`src/rtl/core/rmm_pkg.sv`:
```
`timescale 1ns / 1ps
// ----------------------------------------------------------------------------
// Motor mixer package
// Shared item types, command codes, register indexes and the Q15 trig ROM.
// ----------------------------------------------------------------------------
package rmm_pkg;

   // Rotor limit: the span of the trig ROM and of the 3-bit rotor fields
   localparam int unsigned MAX_ROTORS  = 8;
   localparam int unsigned ROTOR_W     = 3;
   localparam int unsigned COUNT_W     = 4;
   localparam int unsigned QUEUE_DEPTH = 2;

   localparam logic [15:0] ONE_Q15  = 16'd32768;
   localparam logic [15:0] HALF_Q15 = 16'd16384;
   // 0.3 in Q15
   localparam logic signed [15:0] MIX_GAIN_Q15 = 16'sd9830;

   // Input actions
   localparam logic [1:0] ACT_APPLY   = 2'd0;
   localparam logic [1:0] ACT_KILL    = 2'd1;
   localparam logic [1:0] ACT_RESTORE = 2'd2;
   localparam logic [1:0] ACT_TRIM    = 2'd3;

   // Classified operations handed from front to back
   localparam logic [2:0] OP_APPLY_MIX = 3'd0;
   localparam logic [2:0] OP_APPLY_FW  = 3'd1;
   localparam logic [2:0] OP_KILL      = 3'd2;
   localparam logic [2:0] OP_RESTORE   = 3'd3;
   localparam logic [2:0] OP_TRIM      = 3'd4;
   localparam logic [2:0] OP_BAD       = 3'd5;

   // Configuration register indexes
   localparam logic [1:0] CSR_NUM_ROTORS = 2'd0;
   localparam logic [1:0] CSR_HOVER      = 2'd1;
   localparam logic [1:0] CSR_FIXED_WING = 2'd2;

   typedef struct packed {
      logic [1:0]         action;
      logic [15:0]        throttle_cmd;
      logic signed [15:0] pitch_cmd;
      logic signed [15:0] roll_cmd;
      logic signed [15:0] yaw_cmd;
      logic [2:0]         target_rotor;
   } req_type;

   typedef struct packed {
      logic [2:0]  rotor_number;
      logic [15:0] rotor_throttle;
      logic        rotor_killed;
      logic        index_ok;
      logic        last;
   } rsp_type;

   typedef struct packed {
      logic [2:0]         op;
      logic [15:0]        thr;     // saturated throttle, or trim value
      logic [15:0]        hov;     // saturated hover throttle
      logic signed [15:0] pitch;
      logic signed [15:0] roll;
      logic signed [15:0] yaw;
      logic [ROTOR_W-1:0] first;   // first rotor touched
      logic [COUNT_W-1:0] count;   // number of results
      logic [ROTOR_W-1:0] n_sel;   // rotor count minus one, ROM row
   } cmd_type;

   // round(32768*cos(2*pi*i/n)), row n-1, column i
   localparam logic signed [16:0] COS_ROM [0:7][0:7] = '{
      '{17'sd32768, 17'sd0, 17'sd0, 17'sd0, 17'sd0, 17'sd0, 17'sd0, 17'sd0},
      '{17'sd32768, -17'sd32768, 17'sd0, 17'sd0, 17'sd0, 17'sd0, 17'sd0, 17'sd0},
      '{17'sd32768, -17'sd16384, -17'sd16384, 17'sd0, 17'sd0, 17'sd0, 17'sd0,
        17'sd0},
      '{17'sd32768, 17'sd0, -17'sd32768, 17'sd0, 17'sd0, 17'sd0, 17'sd0, 17'sd0},
      '{17'sd32768, 17'sd10126, -17'sd26510, -17'sd26510, 17'sd10126, 17'sd0,
        17'sd0, 17'sd0},
      '{17'sd32768, 17'sd16384, -17'sd16384, -17'sd32768, -17'sd16384,
        17'sd16384, 17'sd0, 17'sd0},
      '{17'sd32768, 17'sd20431, -17'sd7292, -17'sd29523, -17'sd29523,
        -17'sd7292, 17'sd20431, 17'sd0},
      '{17'sd32768, 17'sd23170, 17'sd0, -17'sd23170, -17'sd32768, -17'sd23170,
        17'sd0, 17'sd23170}
   };

   // round(32768*sin(2*pi*i/n)), row n-1, column i
   localparam logic signed [16:0] SIN_ROM [0:7][0:7] = '{
      '{17'sd0, 17'sd0, 17'sd0, 17'sd0, 17'sd0, 17'sd0, 17'sd0, 17'sd0},
      '{17'sd0, 17'sd0, 17'sd0, 17'sd0, 17'sd0, 17'sd0, 17'sd0, 17'sd0},
      '{17'sd0, 17'sd28378, -17'sd28378, 17'sd0, 17'sd0, 17'sd0, 17'sd0, 17'sd0},
      '{17'sd0, 17'sd32768, 17'sd0, -17'sd32768, 17'sd0, 17'sd0, 17'sd0, 17'sd0},
      '{17'sd0, 17'sd31164, 17'sd19261, -17'sd19261, -17'sd31164, 17'sd0,
        17'sd0, 17'sd0},
      '{17'sd0, 17'sd28378, 17'sd28378, 17'sd0, -17'sd28378, -17'sd28378,
        17'sd0, 17'sd0},
      '{17'sd0, 17'sd25619, 17'sd31946, 17'sd14218, -17'sd14218, -17'sd31946,
        -17'sd25619, 17'sd0},
      '{17'sd0, 17'sd23170, 17'sd32768, 17'sd23170, 17'sd0, -17'sd23170,
        -17'sd32768, -17'sd23170}
   };

endpackage

```
`src/rtl/core/multirotor_motor_mixer_unit.sv`:
```
`timescale 1ns / 1ps
// ----------------------------------------------------------------------------
// Multirotor motor mixer
// Mixes throttle and stick items into per-rotor Q15 throttles, with kill,
// restore and trim of individual rotors.
// ----------------------------------------------------------------------------
// Usage:
//   req_*  : one item per action (apply, kill, restore, trim). An item is
//            taken on a clock edge with req_valid high and req_stall low.
//   rsp_*  : one result per rotor for apply and trim (rotors 0..n-1, last
//            set on the final one), one result for kill and restore.
//   csr_*  : register writes (rotor count, hover throttle, fixed-wing mode);
//            csr_ready is always high. Write only while the block is idle.
//            Writing the rotor count clears all throttles and kill marks.
// Timing: a two-entry command queue sits between the front end and the
//   mixing back end. The back end walks one rotor per cycle, unless
//   rsp_stall holds the result register, through a three-stage multiply
//   pipeline, and takes the next command only once the pipeline drains;
//   each result leaves stage 3 through the registered result output.
// Stall: rsp_stall with a result pending freezes the whole mixing pipeline
//   and the result register; the queue keeps taking items until it fills.
// Reset: synchronous, active high; registers return to four rotors, half
//   hover throttle, rotor mixing, all throttles zero and no kill marks.
// ----------------------------------------------------------------------------
module multirotor_motor_mixer_unit
   import rmm_pkg::*;
(
   input  logic        clock,
   input  logic        reset,
   input  logic        req_valid,
   output logic        req_stall,
   input  req_type     req_data,
   output logic        rsp_valid,
   input  logic        rsp_stall,
   output rsp_type     rsp_data,
   input  logic        csr_valid,
   output logic        csr_ready,
   input  logic [1:0]  csr_index,
   input  logic [15:0] csr_wdata
);

   logic [3:0]  num_rotors_ff;
   logic [15:0] hover_ff;
   logic        fixed_wing_ff;
   logic        csr_write;
   logic        clear_store;

   logic        push_valid;
   logic        push_ready;
   cmd_type     push_data;
   logic        pop_valid;
   logic        pop_ready;
   cmd_type     pop_data;

   // Configuration registers: always ready
   assign csr_ready   = 1'b1;
   assign csr_write   = csr_valid && csr_ready;
   assign clear_store = csr_write && (csr_index == CSR_NUM_ROTORS);

   always_ff @(posedge clock) begin
      if (reset) begin
         num_rotors_ff <= 4'd4;
         hover_ff      <= HALF_Q15;
         fixed_wing_ff <= 1'b0;
      end else if (csr_write) begin
         case (csr_index)
            CSR_NUM_ROTORS: num_rotors_ff <= csr_wdata[3:0];
            CSR_HOVER:      hover_ff      <= csr_wdata;
            CSR_FIXED_WING: fixed_wing_ff <= csr_wdata[0];
            default: begin
               // drop writes to unused indexes
            end
         endcase
      end
   end

   // Classify incoming items
   rmm_front u_front (
      .req_valid       (req_valid),
      .req_stall       (req_stall),
      .req_data        (req_data),
      .num_rotors      (num_rotors_ff),
      .hover_throttle  (hover_ff),
      .fixed_wing_mode (fixed_wing_ff),
      .push_valid      (push_valid),
      .push_ready      (push_ready),
      .push_data       (push_data)
   );

   // Decouple front end from the mixing back end
   rmm_queue u_queue (
      .clock      (clock),
      .reset      (reset),
      .push_valid (push_valid),
      .push_ready (push_ready),
      .push_data  (push_data),
      .pop_valid  (pop_valid),
      .pop_ready  (pop_ready),
      .pop_data   (pop_data)
   );

   // Walk the rotors, update state, drive results
   rmm_back u_back (
      .clock       (clock),
      .reset       (reset),
      .clear_store (clear_store),
      .pop_valid   (pop_valid),
      .pop_ready   (pop_ready),
      .pop_data    (pop_data),
      .rsp_valid   (rsp_valid),
      .rsp_stall   (rsp_stall),
      .rsp_data    (rsp_data)
   );

endmodule

```
`src/rtl/core/rmm_front.sv`:
```
`timescale 1ns / 1ps
// ----------------------------------------------------------------------------
// Motor mixer front end
// Accept request items, saturate throttles and classify each into a command.
// ----------------------------------------------------------------------------
module rmm_front
   import rmm_pkg::*;
(
   input  logic        req_valid,
   output logic        req_stall,
   input  req_type     req_data,
   input  logic [3:0]  num_rotors,
   input  logic [15:0] hover_throttle,
   input  logic        fixed_wing_mode,
   output logic        push_valid,
   input  logic        push_ready,
   output cmd_type     push_data
);

   logic [COUNT_W-1:0] n_eff;
   logic [15:0]        thr_sat;
   logic [15:0]        hov_sat;
   logic               target_ok;

   assign n_eff     = (num_rotors > COUNT_W'(MAX_ROTORS)) ? COUNT_W'(MAX_ROTORS)
                                                          : num_rotors;
   assign thr_sat   = (req_data.throttle_cmd > ONE_Q15) ? ONE_Q15
                                                        : req_data.throttle_cmd;
   assign hov_sat   = (hover_throttle > ONE_Q15) ? ONE_Q15 : hover_throttle;
   assign target_ok = COUNT_W'(req_data.target_rotor) < n_eff;

   assign push_valid = req_valid;
   assign req_stall  = !push_ready;

   always_comb begin
      push_data       = '0;
      push_data.thr   = thr_sat;
      push_data.hov   = hov_sat;
      push_data.pitch = req_data.pitch_cmd;
      push_data.roll  = req_data.roll_cmd;
      push_data.yaw   = req_data.yaw_cmd;
      push_data.n_sel = ROTOR_W'(n_eff - COUNT_W'(1));
      case (req_data.action)
         ACT_APPLY: begin
            push_data.op    = fixed_wing_mode ? OP_APPLY_FW : OP_APPLY_MIX;
            push_data.first = '0;
            push_data.count = n_eff;
         end
         ACT_TRIM: begin
            push_data.op    = OP_TRIM;
            push_data.thr   = fixed_wing_mode ? HALF_Q15 : hov_sat;
            push_data.first = '0;
            push_data.count = n_eff;
         end
         ACT_KILL, ACT_RESTORE: begin
            if (!target_ok) begin
               push_data.op = OP_BAD;
            end else if (req_data.action == ACT_KILL) begin
               push_data.op = OP_KILL;
            end else begin
               push_data.op = OP_RESTORE;
            end
            push_data.first = req_data.target_rotor;
            push_data.count = COUNT_W'(1);
         end
         default: begin
            push_data.op    = OP_BAD;
            push_data.first = req_data.target_rotor;
            push_data.count = COUNT_W'(1);
         end
      endcase
   end

endmodule

```
`src/rtl/core/rmm_queue.sv`:
```
`timescale 1ns / 1ps
// ----------------------------------------------------------------------------
// Motor mixer command queue
// Short FIFO of classified commands between front end and back end.
// ----------------------------------------------------------------------------
module rmm_queue
   import rmm_pkg::*;
(
   input  logic    clock,
   input  logic    reset,
   input  logic    push_valid,
   output logic    push_ready,
   input  cmd_type push_data,
   output logic    pop_valid,
   input  logic    pop_ready,
   output cmd_type pop_data
);

   localparam int unsigned PTR_W = (QUEUE_DEPTH > 1) ? $clog2(QUEUE_DEPTH) : 1;
   localparam int unsigned CNT_W = $clog2(QUEUE_DEPTH + 1);

   cmd_type          entries_ff [QUEUE_DEPTH];
   logic [PTR_W-1:0] wr_ptr_ff, wr_ptr_in;
   logic [PTR_W-1:0] rd_ptr_ff, rd_ptr_in;
   logic [CNT_W-1:0] count_ff, count_in;
   logic             push;
   logic             pop;

   assign push_ready = count_ff != CNT_W'(QUEUE_DEPTH);
   assign pop_valid  = count_ff != '0;
   assign pop_data   = entries_ff[rd_ptr_ff];
   assign push       = push_valid && push_ready;
   assign pop        = pop_valid && pop_ready;

   always_comb begin
      wr_ptr_in = wr_ptr_ff;
      rd_ptr_in = rd_ptr_ff;
      count_in  = count_ff;
      if (push) begin
         wr_ptr_in = (wr_ptr_ff == PTR_W'(QUEUE_DEPTH - 1)) ? '0
                                                             : wr_ptr_ff + PTR_W'(1);
      end
      if (pop) begin
         rd_ptr_in = (rd_ptr_ff == PTR_W'(QUEUE_DEPTH - 1)) ? '0
                                                             : rd_ptr_ff + PTR_W'(1);
      end
      if (push && !pop) begin
         count_in = count_ff + CNT_W'(1);
      end else if (pop && !push) begin
         count_in = count_ff - CNT_W'(1);
      end
   end

   always_ff @(posedge clock) begin
      if (reset) begin
         wr_ptr_ff <= '0;
         rd_ptr_ff <= '0;
         count_ff  <= '0;
      end else begin
         wr_ptr_ff <= wr_ptr_in;
         rd_ptr_ff <= rd_ptr_in;
         count_ff  <= count_in;
      end
   end

   always_ff @(posedge clock) begin
      if (push) begin
         entries_ff[wr_ptr_ff] <= push_data;
      end
   end

endmodule

```
`src/rtl/core/rmm_back.sv`:
```
`timescale 1ns / 1ps
// ----------------------------------------------------------------------------
// Motor mixer back end
// Sequence the rotors of one command through the mixing pipeline, update
// the throttle store and kill marks, and drive the result register.
// ----------------------------------------------------------------------------
module rmm_back
   import rmm_pkg::*;
(
   input  logic    clock,
   input  logic    reset,
   input  logic    clear_store,
   input  logic    pop_valid,
   output logic    pop_ready,
   input  cmd_type pop_data,
   output logic    rsp_valid,
   input  logic    rsp_stall,
   output rsp_type rsp_data
);

   localparam logic [1:0] ST_IDLE  = 2'd0;
   localparam logic [1:0] ST_RUN   = 2'd1;
   localparam logic [1:0] ST_DRAIN = 2'd2;

   localparam int unsigned SUM_W = 49;
   localparam logic signed [SUM_W-1:0] ROUND_HALF = SUM_W'(64'sd536870912);

   logic [1:0]          state_ff, state_in;
   cmd_type             cmd_ff, cmd_in;
   logic [31:0]         base_ff, base_in;
   logic [ROTOR_W-1:0]  idx_ff, idx_in;
   logic [COUNT_W-1:0]  left_ff, left_in;

   logic                adv;
   logic                issue;

   // stage 1: stick products
   logic                s1_v_ff, s1_v_in;
   logic [ROTOR_W-1:0]  s1_idx_ff;
   logic                s1_last_ff;
   logic signed [32:0]  s1_pp_ff, s1_pp_in;
   logic signed [32:0]  s1_rp_ff, s1_rp_in;
   logic signed [16:0]  s1_yaw_ff, s1_yaw_in;
   // stage 2: mix sum
   logic                s2_v_ff;
   logic [ROTOR_W-1:0]  s2_idx_ff;
   logic                s2_last_ff;
   logic signed [33:0]  s2_mix_ff, s2_mix_in;
   // stage 3: gained mix
   logic                s3_v_ff;
   logic [ROTOR_W-1:0]  s3_idx_ff;
   logic                s3_last_ff;
   logic signed [SUM_W-1:0] s3_scaled_ff, s3_scaled_in;

   logic signed [SUM_W-1:0] sum45;
   logic signed [SUM_W-1:0] rounded;
   logic [18:0]         quot;
   logic [15:0]         mixed;

   logic [15:0]         store_ff [MAX_ROTORS];
   logic [MAX_ROTORS-1:0] kill_ff;
   logic [15:0]         cur_thr;
   logic                cur_kill;
   logic [15:0]         new_thr;
   logic                new_kill;
   logic                new_ok;
   logic                wr_en;

   logic                rsp_valid_ff, rsp_valid_in;
   rsp_type             rsp_data_ff, rsp_data_in;

   assign adv       = !rsp_valid_ff || !rsp_stall;
   assign pop_ready = state_ff == ST_IDLE;
   assign issue     = (state_ff == ST_RUN) && adv && (left_ff != '0);
   assign rsp_valid = rsp_valid_ff;
   assign rsp_data  = rsp_data_ff;

   // Sequencer: take one command, walk its rotors, wait for the pipe to empty
   always_comb begin
      state_in = state_ff;
      cmd_in   = cmd_ff;
      base_in  = base_ff;
      idx_in   = idx_ff;
      left_in  = left_ff;
      case (state_ff)
         ST_IDLE: begin
            if (pop_valid) begin
               cmd_in  = pop_data;
               base_in = (32'(pop_data.thr) * 32'(pop_data.hov)) << 1;
               idx_in  = pop_data.first;
               left_in = pop_data.count;
               if (pop_data.count != '0) begin
                  state_in = ST_RUN;
               end
            end
         end
         ST_RUN: begin
            if (issue) begin
               idx_in  = idx_ff + ROTOR_W'(1);
               left_in = left_ff - COUNT_W'(1);
               if (left_ff == COUNT_W'(1)) begin
                  state_in = ST_DRAIN;
               end
            end
         end
         ST_DRAIN: begin
            if (!s1_v_ff && !s2_v_ff && !s3_v_ff) begin
               state_in = ST_IDLE;
            end
         end
         default: begin
            state_in = ST_IDLE;
         end
      endcase
   end

   // Mixing datapath
   always_comb begin
      s1_v_in   = issue;
      s1_pp_in  = 33'(cmd_ff.pitch) * 33'(COS_ROM[cmd_ff.n_sel][idx_ff]);
      s1_rp_in  = 33'(cmd_ff.roll) * 33'(SIN_ROM[cmd_ff.n_sel][idx_ff]);
      s1_yaw_in = idx_ff[0] ? -17'(cmd_ff.yaw) : 17'(cmd_ff.yaw);
      s2_mix_in = 34'(s1_pp_ff) + 34'(s1_rp_ff) + (34'(s1_yaw_ff) <<< 15);
      s3_scaled_in = SUM_W'(s2_mix_ff) * SUM_W'(MIX_GAIN_Q15);

      sum45   = $signed({2'b00, base_ff, 15'd0}) + s3_scaled_ff;
      rounded = sum45 + ROUND_HALF;
      quot    = rounded[48:30];
      if (sum45[SUM_W-1] || (sum45 == '0)) begin
         mixed = '0;
      end else if (quot > 19'(ONE_Q15)) begin
         mixed = ONE_Q15;
      end else begin
         mixed = quot[15:0];
      end
   end

   // Final stage: apply the operation to the addressed rotor
   always_comb begin
      cur_thr  = store_ff[s3_idx_ff];
      cur_kill = kill_ff[s3_idx_ff];
      new_thr  = cur_thr;
      new_kill = cur_kill;
      new_ok   = 1'b1;
      case (cmd_ff.op)
         OP_APPLY_MIX: begin
            new_thr = cur_kill ? '0 : mixed;
         end
         OP_APPLY_FW: begin
            if (cur_kill) begin
               new_thr = '0;
            end else if (s3_idx_ff == '0) begin
               new_thr = cmd_ff.thr;
            end
         end
         OP_KILL: begin
            new_thr  = '0;
            new_kill = 1'b1;
         end
         OP_RESTORE, OP_TRIM: begin
            new_thr  = cmd_ff.thr;
            new_kill = 1'b0;
         end
         default: begin
            // out-of-range index: report zeros, touch nothing
            new_thr  = '0;
            new_kill = 1'b0;
            new_ok   = 1'b0;
         end
      endcase
      wr_en = s3_v_ff && adv && new_ok;

      rsp_valid_in = rsp_valid_ff;
      rsp_data_in  = rsp_data_ff;
      if (adv) begin
         rsp_valid_in                = s3_v_ff;
         rsp_data_in.rotor_number    = s3_idx_ff;
         rsp_data_in.rotor_throttle  = new_thr;
         rsp_data_in.rotor_killed    = new_kill;
         rsp_data_in.index_ok        = new_ok;
         rsp_data_in.last            = s3_last_ff;
      end
   end

   always_ff @(posedge clock) begin
      if (reset) begin
         state_ff     <= ST_IDLE;
         s1_v_ff      <= 1'b0;
         s2_v_ff      <= 1'b0;
         s3_v_ff      <= 1'b0;
         rsp_valid_ff <= 1'b0;
         idx_ff       <= '0;
         left_ff      <= '0;
      end else begin
         state_ff <= state_in;
         idx_ff   <= idx_in;
         left_ff  <= left_in;
         if (adv) begin
            s1_v_ff <= s1_v_in;
            s2_v_ff <= s1_v_ff;
            s3_v_ff <= s2_v_ff;
         end
         rsp_valid_ff <= rsp_valid_in;
      end
   end

   always_ff @(posedge clock) begin
      cmd_ff      <= cmd_in;
      base_ff     <= base_in;
      rsp_data_ff <= rsp_data_in;
      if (adv) begin
         s1_idx_ff    <= idx_ff;
         s1_last_ff   <= left_ff == COUNT_W'(1);
         s1_pp_ff     <= s1_pp_in;
         s1_rp_ff     <= s1_rp_in;
         s1_yaw_ff    <= s1_yaw_in;
         s2_idx_ff    <= s1_idx_ff;
         s2_last_ff   <= s1_last_ff;
         s2_mix_ff    <= s2_mix_in;
         s3_idx_ff    <= s2_idx_ff;
         s3_last_ff   <= s2_last_ff;
         s3_scaled_ff <= s3_scaled_in;
      end
   end

   // Throttle store and kill marks
   always_ff @(posedge clock) begin
      if (reset || clear_store) begin
         for (int i = 0; i < int'(MAX_ROTORS); i++) begin
            store_ff[i] <= '0;
         end
         kill_ff <= '0;
      end else if (wr_en) begin
         store_ff[s3_idx_ff] <= new_thr;
         kill_ff[s3_idx_ff]  <= new_kill;
      end
   end

`ifndef SYNTHESIS
   a_bad_is_last: assert property (@(posedge clock) disable iff (reset)
      rsp_valid_ff && !rsp_data_ff.index_ok |-> rsp_data_ff.last)
      else $error("out-of-range result not marked last");

   a_killed_zero: assert property (@(posedge clock) disable iff (reset)
      rsp_valid_ff && rsp_data_ff.rotor_killed |-> rsp_data_ff.rotor_throttle == '0)
      else $error("killed rotor reported with nonzero throttle");

   a_thr_range: assert property (@(posedge clock) disable iff (reset)
      rsp_valid_ff |-> rsp_data_ff.rotor_throttle <= ONE_Q15)
      else $error("rotor throttle above 1.0");

   a_idle_empty: assert property (@(posedge clock) disable iff (reset)
      state_ff == ST_IDLE |-> !s1_v_ff && !s2_v_ff && !s3_v_ff)
      else $error("pipeline busy while sequencer idle");

   a_issue_run: assert property (@(posedge clock) disable iff (reset)
      s1_v_ff && !$past(s1_v_ff) |-> $past(state_ff) == ST_RUN)
      else $error("rotor issued outside run state");
`endif

endmodule

```
`config.mk`:
```
export PLATFORM = sky130hd
export DESIGN_NAME = multirotor_motor_mixer_unit
export DESIGN_NICKNAME = d
export VERILOG_FILES = /design/src/rtl/core/rmm_pkg.sv /design/src/rtl/core/multirotor_motor_mixer_unit.sv /design/src/rtl/core/rmm_front.sv /design/src/rtl/core/rmm_queue.sv /design/src/rtl/core/rmm_back.sv
export SDC_FILE = /design/constraint.sdc
export NUM_CORES = 2
export LEC_CHECK = 0
export ABC_AREA = 1
export BUFFER_PORTS_ARGS = -buffer_cell sky130_fd_sc_hd__buf_4
export CORE_UTILIZATION = 46
export DETAILED_ROUTE_END_ITERATION = 12
export PLACE_DENSITY = 0.58
export REMOVE_ABC_BUFFERS = 1
export SETUP_SLACK_MARGIN = 0.5
export SYNTH_ARGS = -nofsm -noshare
export SYNTH_HDL_FRONTEND = slang
export SYNTH_SLANG_ARGS = --single-unit
```
`constraint.sdc`:
```
create_clock -name clock -period 24.1 [get_ports clock]
set_clock_uncertainty 0.2 [all_clocks]
set_input_delay 4.82 -clock clock [delete_from_list [all_inputs] [get_ports clock]]
set_output_delay 4.82 -clock clock [all_outputs]
set_load 0.02 [all_outputs]
```
* After elaboration in Yosys (flattened, before gate mapping)
Memory sizes are Yosys's and may differ from the RTL's. A register that Yosys moved wholly into a read port is not among the register bits.
Index checks and enable logic that the tools add are counted.
** Word-level totals
- Bits in writable memories :: 314
- ROM bits :: 2176
- Memories :: 4
- Bits of input ports :: 92
- Register bits after elaboration :: 346
** Operators by class
- Bitwise logic cells :: 2
- Multiply operators :: 4
- Muxes and demuxes :: 63
- Reductions and logical operators :: 46
- Equality and inequality tests :: 18
- Add/subtract/negate cells :: 12
- Magnitude comparators :: 9
** Memories
- (name not given) :: depth 8, bits a word 136, read ports 1, clocked after Yosys merged registers in 0, wr ports 0, line rmm_back.sv:120 : s1_pp_in = 33'(cmd_ff.pitch) * 33'(COS_ROM[cmd_ff.n_sel][idx_ff]);
- (name not given) :: depth 8, bits a word 136, read ports 1, clocked after Yosys merged registers in 0, wr ports 0, line rmm_back.sv:121 : s1_rp_in = 33'(cmd_ff.roll) * 33'(SIN_ROM[cmd_ff.n_sel][idx_ff]);
- u_queue.entries_ff :: depth 2, bits a word 93, read ports 1, clocked after Yosys merged registers in 1, wr ports 1, line rmm_queue.sv:22 : cmd_type entries_ff [QUEUE_DEPTH];
- u_back.store_ff :: depth 8, bits a word 16, read ports 1, clocked after Yosys merged registers in 1, wr ports 8, line rmm_back.sv:60 : logic [15:0] store_ff [MAX_ROTORS];
** Operators by type and width (count)
- $mux W136 :: 4
- $mux W16 :: 10
- $bmux W17 S3 :: 2
- $mux W17 :: 5
- $mul A16 B17 Y33 :: 2
- $add A48 B49 Y49 :: 1
- $add A49 B31 Y49 const B :: 1
- $logic_not A49 Y1 :: 1
- $mul A34 B14 Y48 const B :: 1
- $pmux W16 S3 :: 1
- $add A33 B33 Y34 :: 1
- $add A34 B32 Y34 :: 1
- $gt A16 B16 Y1 const B :: 2
- $mul A16 B16 Y31 :: 1
- $gt A19 B16 Y1 const B :: 1
- $mux W1 :: 17
- $neg A16 Y17 :: 1
- $reduce_or A16 Y1 :: 1
- $mux W3 :: 5
- $mux W2 :: 7
- $pmux W7 S2 :: 1
- $logic_and A1 B1 Y1 :: 12
- $mux W4 :: 3
- $pmux W3 S3 :: 1
- 38 further kinds :: 72

* Logic depth before layout (Yosys ltp)
- Depth in word-level cells :: 9
- Mapped depth :: 38

* Hierarchy
Synthesis repeated with hierarchy kept, for this count alone.
** Second synthesis, totals
- Cell total of the unflattened synthesis :: 7398
- Area total of the unflattened synthesis :: 69631.8 um^2
** Modules (own cells, without submodules)
- rmm_back :: area each 60251.5 um^2, times used 1, cells an instance 6697, seq. area each 13332.8 um^2
- rmm_queue :: area each 7230.7 um^2, times used 1, cells an instance 326, seq. area each 5685.5 um^2
- rmm_front :: area each 1265.0 um^2, times used 1, cells an instance 237, seq. area each 0.0 um^2
- multirotor_motor_mixer_unit :: area each 884.6 um^2, times used 1, cells an instance 138, seq. area each 420.4 um^2

* Least setup slack after synthesis
No wires, ideal clock.
- Kind :: input-to-reg
- Start :: input rsp_stall
- End :: register u_back.rsp_data_ff, in the netlist u_back.rsp_data[0], enable pin
- Stages on the path :: 2
- Path buffers :: 1
- Slack :: 12808 ps
- Required time :: 23260 ps
- Arrival time :: 10451 ps
- Cells stage by stage :: nand2_1 -> clkbuf_1
** Between the ends
- Cells in the longest elaborated chain, start to end :: 2
** RTL lines
- start, declared :: line multirotor_motor_mixer_unit.sv:34 : input logic rsp_stall,
- $logic_not A1 Y1 :: line rmm_back.sv:72 : assign adv = !rsp_valid_ff || !rsp_stall;
- $logic_or A1 B1 Y1 :: line rmm_back.sv:72
- end signal, assigned :: line rmm_back.sv:210 : rsp_data_ff <= rsp_data_in;
- end, declared :: line rmm_back.sv:70 : rsp_type rsp_data_ff, rsp_data_in;
No other way between the ends.
A chain may end at the register's enable or synchronous reset.

* Final worst setup path
- Start :: register u_back.idx_ff[0]
- End :: register u_back.s1_pp_ff[29] (data pin)
** Between the ends
- Cells in the longest elaborated chain, start to end :: 5
** RTL lines
- start, declared :: line rmm_back.sv:31 : logic [ROTOR_W-1:0] idx_ff, idx_in;
- start signal, assigned :: line rmm_back.sv:196 : idx_ff <= idx_in;
- $not A3 Y4 (implied by the code) :: line rmm_back.sv:120
- $bmux W17 S3 :: line rmm_back.sv:120
- $mux W17 (implied by the code) (2 in series) :: line rmm_back.sv:120
- $mul A16 B17 Y33 :: line rmm_back.sv:120
- net u_back.s1_pp_in[29] :: line rmm_back.sv:41 : logic signed [32:0] s1_pp_ff, s1_pp_in;
- end signal, assigned :: line rmm_back.sv:214 : s1_pp_ff <= s1_pp_in;
- end, declared :: line rmm_back.sv:41
The timed path passes the listed nets, and every way through them passes these cells. The select of a mux whose other input is x is not followed.

==> qor.csv <==
metric,value,unit
CTS buffer count,77,
Worst-Margin Slew,1.18,ns
setup_tns,0,ns
buffer count from post-CTS setup fixing,0,
share of the synthesized area in the top cell type,27.5,%
Tcrit/Tclk final,38.4,%
Antenna Nets Post-Route,0,
grt ovf,0,
Setup crit start kind,flip-flop,
Synth Flop Type,edfxtp_1,
drt first pass iters,6,
"Top cell by count, worst path",inv_1,
outcome,finished clean,
I/O pin count,117,
Hold/Removal Path Class,reg -> reg,
vias per cell,5.27,
CTS Hold Buffers Added,0,
Core ar.,146000,µm²
final net count,8934,
Hold Path Depth,0,
Synth Register Bits,664,
Max-Slew Margin vs Limit,21.2,%
share of cells above drive strength 1,5.37,%
Initial Util,46.5,%
number of synthesized flops with an enable pin,614,
CTS root buffer,clkbuf_16,
post-synthesis area per instance,9.36,µm²
GP Congestion,0.934,
per-cell routed wire length,19.6,µm
via count,49100,
# setup viols final,0,
Cells after Synth,7269,
Resize count post-CTS,0,
Pins Over Slew Limit,0,
H-Tree Depth,3,
Final min period,9.27,ns
Die W,387,µm
largest stage delay on the critical path,0.74,ns
largest net degree at the start of global routing,76,
post-synth top area cell,fa_1,
clock transition at the registers of the reported paths,0.07,ns
Worst Setup End Kind,flip-flop,
crit path max fanout,24,
Max Cap Viol,0,
WL final,183000,µm
synth cell count leaders,"inv_1 (1504), nand2_1 (1175), fa_1 (934), nor2_1 (823), edfxtp_1 (614)",
Post-Layout Cell Count,9324,
Worst Path Required,24.34,ns
worst skew pair latency,0.72,ns
CTS tree,built,
number of global-route vias before repair,51100,
R2R cell count,30,
critical path arrival,9.50,ns
die span in y,387,µm
Cell Count Post-Placement,9183,
most common cell in the netlist,inv_1,
synthesized area,68000,µm²
GRT Total Usage,24.6,%
Area contributors post-synth,"fa_1 (27%), edfxtp_1 (27%), ha_1 (10%), inv_1 (8.3%), nand2_1 (6.5%)",
# clock sinks,664,
number of cell rows,140,
Fmax,0.108,GHz
type of the worst setup path,reg -> reg,
# port buffers,115,
"Seq/Total Area, Yosys",28.6,%
DRC viols,0,
Syn-to-layout area delta,8.39,%
first-pass GRT wire length,287000,µm
die area,149000,µm²
Detail Placement HPWL,148000,µm
clock tree buffer depth,3,
DR iter-0 viols,3352,
Synth warnings,0,
"Core Util, Final",50.4,%
initial antenna violation count,3,
fraction of registers with async set/reset,0,%
Cell variety after synth,58,
Final Hold Viols,0,
CP max-delay cell,inv_1,
RSZ-0062 raised after global routing,false,
-- kinds of logic (layout without fill, tap and decap cells) --
family / after synthesis / after routing / synth area share, %
AND/OR/NAND/NOR: 2305 / 2305 / 13.9
buffers and inverters: 1696 / 1833 / 9.42
adder cells (fa/ha/maj): 1497 / 1497 / 37.8
AO/OA/AOI/OAI: 887 / 887 / 7.48
flip-flops: 664 / 664 / 28.6
XOR/XNOR: 215 / 215 / 2.77
multiplexers: 4 / 4 / 0.0589
other: 1 / 2 / 0.00551
-- sequential cells by signal, indices dropped and copies added, names as in the netlist, 4 cells and up, named ones only --
register	cells
hover_ff	16
u_back.store_ff	128
u_queue.entries_ff	186
u_back.s1_pp_ff	33
u_back.s2_mix_ff	34
u_back.cmd_ff	70
u_back.base_ff	31
u_back.left_ff	4
u_back.s1_yaw_ff	17
u_back.rsp_data	22
u_back.s1_rp_ff	33
u_back.s3_scaled_ff	48
num_rotors_ff	4
u_back.kill_ff	8
-- path summary, 6_finish.rpt --
path,from,end,slack (ns)
worst max-delay path,u_back.idx_ff[0]$_SDFFE_PP0P_,u_back.s1_pp_ff[29]$_DFFE_PN_,14.83
worst max register to register,u_back.idx_ff[0]$_SDFFE_PP0P_,u_back.s1_pp_ff[29]$_DFFE_PN_,14.83
worst min-delay path,u_back.s3_last_ff$_DFFE_PN_,u_back.rsp_data[0]$_DFFE_PN_,0.17
worst min register to register,u_back.s3_last_ff$_DFFE_PN_,u_back.rsp_data[0]$_DFFE_PN_,0.17
-- critical path: cells and delay by family (launching register included) --
| family | cells | cell delay [ns] |
|---|---|---|
| flops | 1 | 0.31 |
| compound gates | 9 | 1.99 |
| fa+ha+maj | 7 | 3.32 |
| simple gates | 5 | 1.23 |
| xor+xnor | 1 | 0.16 |
| buf+inv | 8 | 1.76 |
-- per-stage QoR --
stage	worst slack, ns	cell area [µm²]	hold WS [ns]
final	14.83	73700	0.167
after global routing	14.24	73700	0.185
after CTS	14.83	73700	0.161
after detailed placement	14.85	71000	0.205
after global placement	15.00	71000	0.200
after floorplan	12.37	67400	0.200
-- metal layers --
metal	vias to the layer above	wire [µm]	track usage, %
li1	23100	-	-
met1	24400	79600	33.0
met2	1387	88500	41.9
met3	275	9680	3.20
met4	2	5130	6.90
met5	-	13	0
-- cell usage in the layout, fill, tap and decap left out, drive strengths merged, types with 33 or more instances in the layout --
| master | instances |
|---|---|
| o32ai | 37 |
| inv | 1521 |
| a31oi | 43 |
| edfxtp | 614 |
| nand2 | 1197 |
| clkbuf | 92 |
| buf | 159 |
| fa | 934 |
| nor3 | 35 |
| nor2 | 835 |
| or2 | 34 |
| nand3 | 145 |
| a21oi | 395 |
| ha | 563 |
| nand4 | 33 |
| xor2 | 130 |
| clkinv | 49 |
| o21ai | 248 |
| xnor2 | 85 |
| dfxtp | 50 |
-- layout make-up --
type                            count  area (µm²)
Fill cell                       13700       72500
Multi-Input combinational cell   4909       42200
Sequential cell                   664       19400
Inverter                         1534        5760
Tap cell                         1917        2400
Clock buffer                       92        2040
Timing Repair Buffer              159        1190
Clock inverter                     48         668
Antenna cell                        1        2.50
Power is not shown: default switching activity piles up to over one toggle a cycle in this logic, so the estimate is an artifact.
